`src/hw/rtl/pwss_pkg.sv`:
```
// Shared types, codes and defaults for the protein word seed scanner.
package pwss_pkg;

   // Default sizes handed to the top-level parameters
   localparam int INDEX_BITS_DEF    = 15;
   localparam int HIT_DEPTH_DEF     = 65536;
   localparam int MAX_WORD_HITS_DEF = 32;

   // Transaction command codes
   localparam logic [1:0] CMD_WRITE_CELL = 2'd0;
   localparam logic [1:0] CMD_WRITE_HIT  = 2'd1;
   localparam logic [1:0] CMD_RESTART    = 2'd2;
   localparam logic [1:0] CMD_RESIDUE    = 2'd3;

   // Result kinds
   localparam logic [1:0] KIND_HIT  = 2'd0;
   localparam logic [1:0] KIND_STOP = 2'd1;
   localparam logic [1:0] KIND_DONE = 2'd2;

   // Register indexes and reset values
   localparam logic [1:0] REG_WORD_LEN  = 2'd0;
   localparam logic [1:0] REG_CHAR_BITS = 2'd1;
   localparam logic [1:0] REG_CAPACITY  = 2'd2;
   localparam logic [2:0]  WORD_LEN_RST  = 3'd3;
   localparam logic [3:0]  CHAR_BITS_RST = 4'd5;
   localparam logic [15:0] CAPACITY_RST  = 16'd4096;

   typedef struct packed {
      logic [2:0]  word_len;
      logic [3:0]  char_bits;
      logic [15:0] capacity;
   } cfg_type;

   // Controller to datapath
   typedef struct packed {
      logic       clear_wr;
      logic       accept;
      logic       walk_init;
      logic       hit_rd;
      logic       load;
      logic [1:0] kind;
      logic       last;
   } dp_cmd_type;

   // Datapath to controller
   typedef struct packed {
      logic residue_go;
      logic clear_done;
      logic word_full;
      logic cnt_zero;
      logic fits;
      logic walk_last;
      logic eos;
      logic out_free;
   } dp_status_type;

endpackage

```
`src/hw/rtl/pwss_csr.sv`:
```
// APB-style configuration registers of the scanner.
module pwss_csr (
   input  logic              clock,
   input  logic              reset,
   input  logic              csr_psel,
   input  logic              csr_penable,
   input  logic              csr_pwrite,
   input  logic [3:0]        csr_paddr,
   input  logic [31:0]       csr_pwdata,
   output logic [31:0]       csr_prdata,
   output logic              csr_pready,
   output pwss_pkg::cfg_type cfg
);
   logic [2:0]  word_len_ff;
   logic [3:0]  char_bits_ff;
   logic [15:0] capacity_ff;
   logic [1:0]  reg_idx;
   logic        wr_en;

   assign reg_idx    = csr_paddr[3:2];
   assign wr_en      = csr_psel && csr_penable && csr_pwrite;
   assign csr_pready = 1'b1;

   // Register writes
   always_ff @(posedge clock) begin
      if (reset) begin
         word_len_ff  <= pwss_pkg::WORD_LEN_RST;
         char_bits_ff <= pwss_pkg::CHAR_BITS_RST;
         capacity_ff  <= pwss_pkg::CAPACITY_RST;
      end else if (wr_en) begin
         case (reg_idx)
            pwss_pkg::REG_WORD_LEN:  word_len_ff  <= csr_pwdata[2:0];
            pwss_pkg::REG_CHAR_BITS: char_bits_ff <= csr_pwdata[3:0];
            pwss_pkg::REG_CAPACITY:  capacity_ff  <= csr_pwdata[15:0];
            default: ;
         endcase
      end
   end

   // Read back
   always_comb begin
      case (reg_idx)
         pwss_pkg::REG_WORD_LEN:  csr_prdata = {29'd0, word_len_ff};
         pwss_pkg::REG_CHAR_BITS: csr_prdata = {28'd0, char_bits_ff};
         pwss_pkg::REG_CAPACITY:  csr_prdata = {16'd0, capacity_ff};
         default:                 csr_prdata = 32'd0;
      endcase
   end

   assign cfg.word_len  = word_len_ff;
   assign cfg.char_bits = char_bits_ff;
   assign cfg.capacity  = capacity_ff;
endmodule

```
`config.mk`:
```
export PLATFORM = sky130hd
export DESIGN_NAME = pwss_csr
export DESIGN_NICKNAME = d
export VERILOG_FILES = /design/src/hw/rtl/pwss_pkg.sv /design/src/hw/rtl/pwss_csr.sv
export SDC_FILE = /design/constraint.sdc
export NUM_CORES = 1
export LEC_CHECK = 0
export ABC_AREA = 0
export BUFFER_PORTS_ARGS = -buffer_cell sky130_fd_sc_hd__buf_4
export CORE_MARGIN = 5
export CORE_UTILIZATION = 40
export DETAILED_ROUTE_END_ITERATION = 6
export PLACE_DENSITY = 0.78
export SLEW_MARGIN = 20
export SYNTH_ARGS = -nofsm -noshare
export SYNTH_HDL_FRONTEND = slang
export SYNTH_SLANG_ARGS = --single-unit
```
`constraint.sdc`:
```
create_clock -name clock -period 1.3 [get_ports clock]
set_clock_uncertainty 0.05 [all_clocks]
set_input_delay 0.065 -clock clock [delete_from_list [all_inputs] [get_ports clock]]
set_output_delay 0.065 -clock clock [all_outputs]
set_load 0.05 [all_outputs]
```
==> flow_summary.ini <==
[setup_path]
slowest_stage = dfxtp_2
max_stage_delay_ns = 0.37
critPathCaptureType = output port
required_ns = 1.19
crit_arrival_ns = 1.13
cp_num_buf_inv = 1
reg2reg_from = capacity_ff[15]
reg2regPathDepth = 2
cp_max_fo = 3
crit_type = register to output port
rr_endpoint = capacity_ff[15]
rrSetupSlack_ns = 0.59
crit_chain = mux2i_2, o21ai_4, buf_4
critical_path.top_delay_family = flip-flops
crit_path_start_kind = register

[logic_synthesis]
yosysTopAreaCellShare_pct = 35.4
ys_types = 20
synth_warnings = 0
ys_seq_area_share_pct = 35.4
synthCells = 143
ys_top_cells_by_area = dfxtp_1 35%, mux2i_1 20%, nand2b_1 16%
netlist_area_mm2 = 0.00130
synth_top_area_cell = dfxtp_1
avgSynthCellArea_um2 = 9.11
ys_ff_latch = 23

[die]
rows = 20
io_pins = 97
initial_core_util_pct = 42.3
die-area_mm2 = 0.00450
core_mm2 = 0.00308
die_width_um = 67.1
die_h_um = 67.1

[timing]
fmax_mhz = 806
finalCritPeriodShare_pct = 95.4
setup_violations = 0
finalHoldViolCount = 0
maxSlewViolCount = 0
grt_setup_unrepaired = false
post-route-min-period_ns = 1.24
tns_ns = 0

[drt]
wl_per_cell_um = 13.1
vias = 1161
antenna_left = 0
drc = 0
firstDrtPassIters = 4
drtIter0Drc = 50
drt-total-wl_um = 3460
avgViaCountPerCell = 4.40

[final_layout]
fill_cells = 288
diodes = 0
fin_nets = 262
layout_common_cells = 66 x buf_4, 33 x nand2b_1, 24 x mux2i_1
final_common_cell = buf_4
drive_above_1_share_pct = 37.7
area_delta_synth_final_pct = 52.3

[global_routing]
grt_pass1_vias = 1171
grt.total_usage_pct = 15.9
overflow = 0
antenna_found_initial = 0
grt_max_degree = 43
grt_first_pass_wirelength_um = 5490

[hold_path]
hold_depth = 3
worstHoldEndpoint = word_len_ff[0]
hold_start = reset
hp-class = input port to register

[cts]
post_cts_buffers = 0
cts_tree = yes
numCtsBuffers = 3
cts_sinks = 23
cts_htree_levels = 1
cts.clk_slew.worst_paths_ns = 0.14
cts_root_buf = clkbuf_4
clock_path_buffers = 2
clock_latency_ns = 0.31

[power]
p_leak_nw = 0.900
ir_drop_mv = 0.565
pwr_density_cell_mw_per_mm2 = 744
p_total_mw = 1.48

[job]
cap_violations = 0

[place]
place.gp.congestion = 0.732
io_buffers = 61
dp.final_hpwl_um = 2530

[run_status]
status = finished clean
-- tightest hold or removal path, stage by stage --
cell     delay, ns
buf_4         0.21
nor2_1        0.12
mux2i_1       0.07
-- registers in the layout, indices dropped and copies added, names as in the netlist --
signal / cells
word_len_ff: 3
char_bits_ff: 4
capacity_ff: 16
-- cells by family after synthesis --
| kind of cell | after synthesis | synth area share (%) |
|---|---|---|
| AOI/OAI and AO/OA | 4 | 1.82 |
| buffers and inverters | 25 | 13.9 |
| DFF | 23 | 35.4 |
| muxes | 26 | 20.0 |
| other | 2 | 0.577 |
| and+or+nand+nor | 63 | 28.3 |
-- routing by layer --
metal	share of wire [%]	vias to the layer above	wire (µm)	GRT usage, %
met1	38	526	1300	17.6
met2	52	52	1810	30.4
li1	-	581	-	-
met3	9.7	2	335	3.54
met4	0.29	0	10	3.04
met5	0	-	0	0
-- how the worst max path moves through the flow --
stage / endpoint / cells after the start / startpoint
finish: csr_prdata[1] / 3 / char_bits_ff[1]
global route: csr_prdata[0] / 3 / char_bits_ff[0]
CTS: csr_prdata[2] / 3 / word_len_ff[2]
detailed placement: csr_prdata[1] / 6 / csr_paddr[2]
global placement: csr_prdata[1] / 6 / csr_paddr[2]
floorplan: csr_prdata[2] / 2 / word_len_ff[2]
-- timing repair --
action	4_1_cts	5_1_grt
hold buffers	16	0
endpoints found under the hold margin	19	0
endpoints found under the setup margin	0	7
resized for setup	0	7
-- per-stage QoR --
stage	utilization (%)	instance area [µm²]	instances	hold slack, ns	worst slack (ns)
floorplan	-	1400	158	0.170	0.00643
global placement	57.8	1780	244	0.273	0.108
detailed placement	57.8	1780	244	0.290	0.0512
CTS	63.9	1970	264	0.131	0.0182
global route	64.4	1980	264	0.151	0.000366
finish	64.4	1980	264	0.120	0.0595
-- cells in the mapped netlist --
cell / n
mux2i_1: 26
nor3b_2: 1
nand2_1: 3
clkbuf_1: 4
conb_1: 2
nor2_1: 9
and2b_1: 1
nand2b_1: 33
and2_1: 12
a22o_1: 1
buf_4: 18
o21ai_0: 3
nand3_1: 1
buf_2: 1
buf_6: 1
dfxtp_1: 23
nor3_1: 1
nand4_1: 1
nor2b_1: 1
buf_8: 1
-- layout make-up --
cell class / count / area, µm² / share of cell area (%)
Multi-Input combinational cell: 110 / 767 / 38.7
Clock buffer: 4 / 26.3 / 1.32
Timing Repair Buffer: 83 / 667 / 33.6
Tap cell: 44 / 55.1 / 2.78
Sequential cell: 23 / 468 / 23.6
-- report_power, final --
part	internal, mW	switching (mW)	leakage (nW)	total [mW]
Combinational	0.153	0.260	0.701	0.413
Sequential	0.714	0.00755	0.185	0.722
Clock	0.120	0.221	0.0150	0.341
Note: power is estimated with default switching activity, not from simulation.
