## config.mk

```make
export PLATFORM = sky130hd
export DESIGN_NAME = pwss_ctrl
export DESIGN_NICKNAME = d
export VERILOG_FILES = /design/src/hw/rtl/pwss_pkg.sv /design/src/hw/rtl/pwss_ctrl.sv
export SDC_FILE = /design/constraint.sdc
export NUM_CORES = 1
export LEC_CHECK = 0
export BUFFER_PORTS_ARGS = -buffer_cell sky130_fd_sc_hd__buf_2
export CAP_MARGIN = 25
export CORE_AREA = 3 3 40 42
export CTS_CLUSTER_DIAMETER = 80
export DETAILED_ROUTE_END_ITERATION = 7
export DIE_AREA = 0 0 43 45
export REMOVE_ABC_BUFFERS = 1
export SYNTH_ARGS = -nofsm -noshare
export SYNTH_HDL_FRONTEND = slang
export SYNTH_SLANG_ARGS = --single-unit
```

## constraint.sdc

```tcl
create_clock -name clock -period 3.1 [get_ports clock]
set_input_delay 0.62 -clock clock [delete_from_list [all_inputs] [get_ports clock]]
set_output_delay 0.62 -clock clock [all_outputs]
set_load 0.05 [all_outputs]
```

## src/hw/rtl/pwss_pkg.sv

```systemverilog
// Shared types, codes and defaults for the protein word seed scanner.
package pwss_pkg;

   // Default sizes handed to the top-level parameters
   localparam int INDEX_BITS_DEF    = 15;
   localparam int HIT_DEPTH_DEF     = 65536;
   localparam int MAX_WORD_HITS_DEF = 32;

   // Transaction command codes
   localparam logic [1:0] CMD_WRITE_CELL = 2'd0;
   localparam logic [1:0] CMD_WRITE_HIT  = 2'd1;
   localparam logic [1:0] CMD_RESTART    = 2'd2;
   localparam logic [1:0] CMD_RESIDUE    = 2'd3;

   // Result kinds
   localparam logic [1:0] KIND_HIT  = 2'd0;
   localparam logic [1:0] KIND_STOP = 2'd1;
   localparam logic [1:0] KIND_DONE = 2'd2;

   // Register indexes and reset values
   localparam logic [1:0] REG_WORD_LEN  = 2'd0;
   localparam logic [1:0] REG_CHAR_BITS = 2'd1;
   localparam logic [1:0] REG_CAPACITY  = 2'd2;
   localparam logic [2:0]  WORD_LEN_RST  = 3'd3;
   localparam logic [3:0]  CHAR_BITS_RST = 4'd5;
   localparam logic [15:0] CAPACITY_RST  = 16'd4096;

   typedef struct packed {
      logic [2:0]  word_len;
      logic [3:0]  char_bits;
      logic [15:0] capacity;
   } cfg_type;

   // Controller to datapath
   typedef struct packed {
      logic       clear_wr;
      logic       accept;
      logic       walk_init;
      logic       hit_rd;
      logic       load;
      logic [1:0] kind;
      logic       last;
   } dp_cmd_type;

   // Datapath to controller
   typedef struct packed {
      logic residue_go;
      logic clear_done;
      logic word_full;
      logic cnt_zero;
      logic fits;
      logic walk_last;
      logic eos;
      logic out_free;
   } dp_status_type;

endpackage

```

## src/hw/rtl/pwss_ctrl.sv

```systemverilog
// Controller: sequences table clear, lookup, hit walk and result emission.
module pwss_ctrl (
   input  logic                    clock,
   input  logic                    reset,
   input  logic                    req_valid,
   output logic                    req_ready,
   input  pwss_pkg::dp_status_type status,
   output pwss_pkg::dp_cmd_type    cmd
);
   localparam logic [2:0] ST_CLEAR = 3'd0;
   localparam logic [2:0] ST_IDLE  = 3'd1;
   localparam logic [2:0] ST_LOOK  = 3'd2;
   localparam logic [2:0] ST_RD    = 3'd3;
   localparam logic [2:0] ST_EMIT  = 3'd4;
   localparam logic [2:0] ST_DONE  = 3'd5;

   logic [2:0] state_ff, state_in;

   always_ff @(posedge clock) begin
      if (reset) state_ff <= ST_CLEAR;
      else       state_ff <= state_in;
   end

   assign req_ready = (state_ff == ST_IDLE);

   always_comb begin
      state_in      = state_ff;
      cmd           = '0;
      cmd.kind      = pwss_pkg::KIND_HIT;
      case (state_ff)
         ST_CLEAR: begin
            cmd.clear_wr = 1'b1;
            if (status.clear_done) state_in = ST_IDLE;
         end
         ST_IDLE: begin
            cmd.accept = req_valid;
            if (req_valid && status.residue_go) state_in = ST_LOOK;
         end
         // cell data is back: decide between walk, stop, done or nothing
         ST_LOOK: begin
            if (status.word_full && !status.cnt_zero) begin
               if (status.fits) begin
                  cmd.walk_init = 1'b1;
                  state_in      = ST_RD;
               end else if (status.out_free) begin
                  cmd.load = 1'b1;
                  cmd.kind = pwss_pkg::KIND_STOP;
                  cmd.last = 1'b1;
                  state_in = ST_IDLE;
               end
            end else if (status.eos) begin
               state_in = ST_DONE;
            end else begin
               state_in = ST_IDLE;
            end
         end
         ST_RD: begin
            cmd.hit_rd = 1'b1;
            state_in   = ST_EMIT;
         end
         ST_EMIT: begin
            if (status.out_free) begin
               cmd.load = 1'b1;
               cmd.kind = pwss_pkg::KIND_HIT;
               cmd.last = status.walk_last && !status.eos;
               if (!status.walk_last) state_in = ST_RD;
               else if (status.eos)   state_in = ST_DONE;
               else                   state_in = ST_IDLE;
            end
         end
         ST_DONE: begin
            if (status.out_free) begin
               cmd.load = 1'b1;
               cmd.kind = pwss_pkg::KIND_DONE;
               cmd.last = 1'b1;
               state_in = ST_IDLE;
            end
         end
         default: state_in = ST_CLEAR;
      endcase
   end
endmodule

```

==> results.py <==
metrics = {
    "run_status": {
        "status": "finished clean",
    },
    "cts": {
        "hold_buffers": 0,
        "cts_tree": "built",
        "ctsHtreeMaxLevel": 1,
        "cts_setup_buffers": 0,
        "clock-sinks": 3,
        "root_buffer": "clkbuf_4",
        "cts_max_path_buffers": 2,
        "clk_latency_ps": 230,
        "numCtsBuffers": 3,
        "clk_pin_slew_worst_paths_ps": 40,
        "cts_resized": 0,
    },
    "critical_path": {
        "crit_path_end_kind": "output pin",
        "cp-endpoint": "cmd[3]",
        "cpMaxStageDelayCell": "or4_1",
        "cp-start-kind": "register",
        "crit_buf_inv": 1,
        "cp.depth": 4,
        "critPathMaxStageDelay_ps": 530,
        "r2r-start": "state_ff[0]",
        "cp.required_ps": 2480,
        "rrSetupSlack_ps": 1520,
        "cp_cell_sequence": "nand2b_1, or4_1, a21oi_1, buf_2",
        "cp-startpoint": "state_ff[1]",
        "worstPathMaxFanout": 12,
        "r2r_end": "state_ff[2]",
        "rr_worst_depth": 4,
        "worstSetupPathType": "reg2out",
        "crit_family": "simple AND/OR/NAND/NOR gates",
        "cp.arrival_ps": 1850,
    },
    "place": {
        "pre_cts_ws_ps": 702,
        "port_buffers": 19,
        "gp_congestion": 0.801,
    },
    "global_route": {
        "overflow": 0,
        "antenna_found_initial": 0,
        "grt_max_degree": 16,
        "grt_pass1_wl_microns": 1370,
        "track_usage_pct": 9.07,
        "grt_pass1_vias": 347,
    },
    "yosys": {
        "seq_area_frac_synth_pct": 18.3,
        "synth_cell_types": 26,
        "yosysTopAreaCell": "dfxtp_1",
        "synthFlopType": "dfxtp_1",
        "synth_top_area_share_pct": 18.3,
        "syn_area_sq_um": 329,
        "yosys_warnings": 0,
        "synth-edff-count": 0,
        "synth_async_sr_flop_share_pct": 0,
        "synthCells": 48,
        "avgSynthCellArea_sq_um": 6.86,
        "yosys_register_bits": 3,
        "synth_area_leaders": "dfxtp_1 (18%), nor2b_1 (7.6%), nor2_1 (6.8%)",
    },
    "power_and_ir_drop": {
        "power.leakage_nw": 0.219,
        "power_density_nw_per_um2": 393,
        "ir_worst_vdd_mv": 0.137,
    },
    "final_layout": {
        "drive_gt1_share_pct": 33.8,
        "final_cell_mix": "buf_2 (19), nor2_1 (6), nor3_1 (4), nor2b_1 (4)",
        "syn2layout_area_growth_pct": 38.4,
        "mostFrequentLayoutCell": "buf_2",
        "top_register": "state_ff",
        "nets": 80,
        "fillers": 158,
        "antenna_cells": 0,
        "largest_reg_flops": 3,
        "reg_top3": "state_ff x3",
    },
    "detailed_routing": {
        "drc": 0,
        "vias_per_cell": 4.82,
        "post_drt_wl_per_cell_microns": 10.1,
        "drt-pass1-iter-count": 2,
        "first_iter_violations": 2,
        "via_count": 400,
        "postRouteAntennaNets": 0,
        "finalWirelength_microns": 841,
    },
    "timing": {
        "fin_crit_sh_pct": 79.5,
        "setup_viol": 0,
        "slew_viol_final": 0,
        "tightest_slew_ps": 413,
        "period_needed_ps": 2470,
        "tns_ps": 0,
        "layout_setup_ws_ps": 635,
        "hold_viol": 0,
        "fmax_ghz": 0.406,
        "relSlewSlack_pct": 72.4,
        "rsz0062_at_grt": "false",
        "fin_skew_ps": 0.0257,
    },
    "floorplanning": {
        "start_util_pct": 25.6,
        "io_pins": 20,
        "core_area_sq_um": 1280,
        "dieArea_sq_um": 1940,
        "die_y_microns": 45,
        "die_w_microns": 43,
        "rows": 13,
    },
    "worst_hold_path": {
        "hold_path.class": "in2reg",
        "hold_depth": 2,
    },
    "flow_run": {
        "max_cap_viol_count": 0,
    },
}
## metal layers
layer  routed length (microns)  up-vias  track usage [%]
met5                         0        -                0
met4                         0        0             5.42
met3                        75        0             1.20
met2                       352       15             13.8
met1                       412      172             12.3
li1                          -      213                -
## cells in the mapped netlist (2+ instances only)
library cell	instances
nor3_1	4
o21ai_0	3
o21a_1	2
dfxtp_1	3
nand2b_1	3
nor2_1	6
nor2b_1	4
and2_1	3
a21oi_1	2
buf_2	2
## cell type report
cell class	count	area (sq um)	area share, %
Timing Repair Buffer	19	95.1	20.9
Clock buffer	4	26.3	5.77
Tap cell	15	18.8	4.12
Multi-Input combinational cell	41	251	55.2
Inverter	1	3.75	0.824
Sequential cell	3	60.1	13.2
## power by group
part	switching, W	internal (W)
Combinational	0.0000389	0.0000235
Sequential	0.00000868	0.0000417
Clock	0.0000183	0.0000481
Total	0.0000659	0.000113
## cells by family (layout without fill, tap and decap cells)
family	after synthesis	after routing	share of synthesized area (%)
and+or+nand+nor	26	26	44.9
muxes	1	1	3.04
AOI/OAI and AO/OA	14	14	28.5
DFF	3	3	18.3
buffers and inverters	4	24	5.32
## metrics by stage
stage | utilization, % | hold WS [ps] | total power, W | instance area, sq um | std cells
after global placement | 33.4 | 694 | 0.000113 | 429 | 79
final | 35.4 | 586 | 0.000179 | 455 | 83
after floorplan | - | 627 | 0.0000947 | 315 | 45
after detailed placement | 33.4 | 703 | 0.000114 | 429 | 79
after global routing | 35.4 | 599 | 0.000191 | 455 | 83
after CTS | 35.4 | 577 | 0.000184 | 455 | 83
## worst min-delay path by stage
stage	start	to	slack (ps)
4_1_cts	reset	state_ff[0]	580
3_3_place_gp	state_ff[1]	state_ff[1]	690
6_report	reset	state_ff[0]	590
2_1_floorplan	state_ff[1]	state_ff[1]	630
3_5_place_dp	state_ff[1]	state_ff[1]	700
5_1_grt	reset	state_ff[0]	600
## worst register-to-register path: stages, from the launching register on
cell     delay [ps]
dfxtp_1         560
nor2_1          120
o21a_1          180
or4_4           480
o22ai_1         160
(Power assumes the default switching activity.)
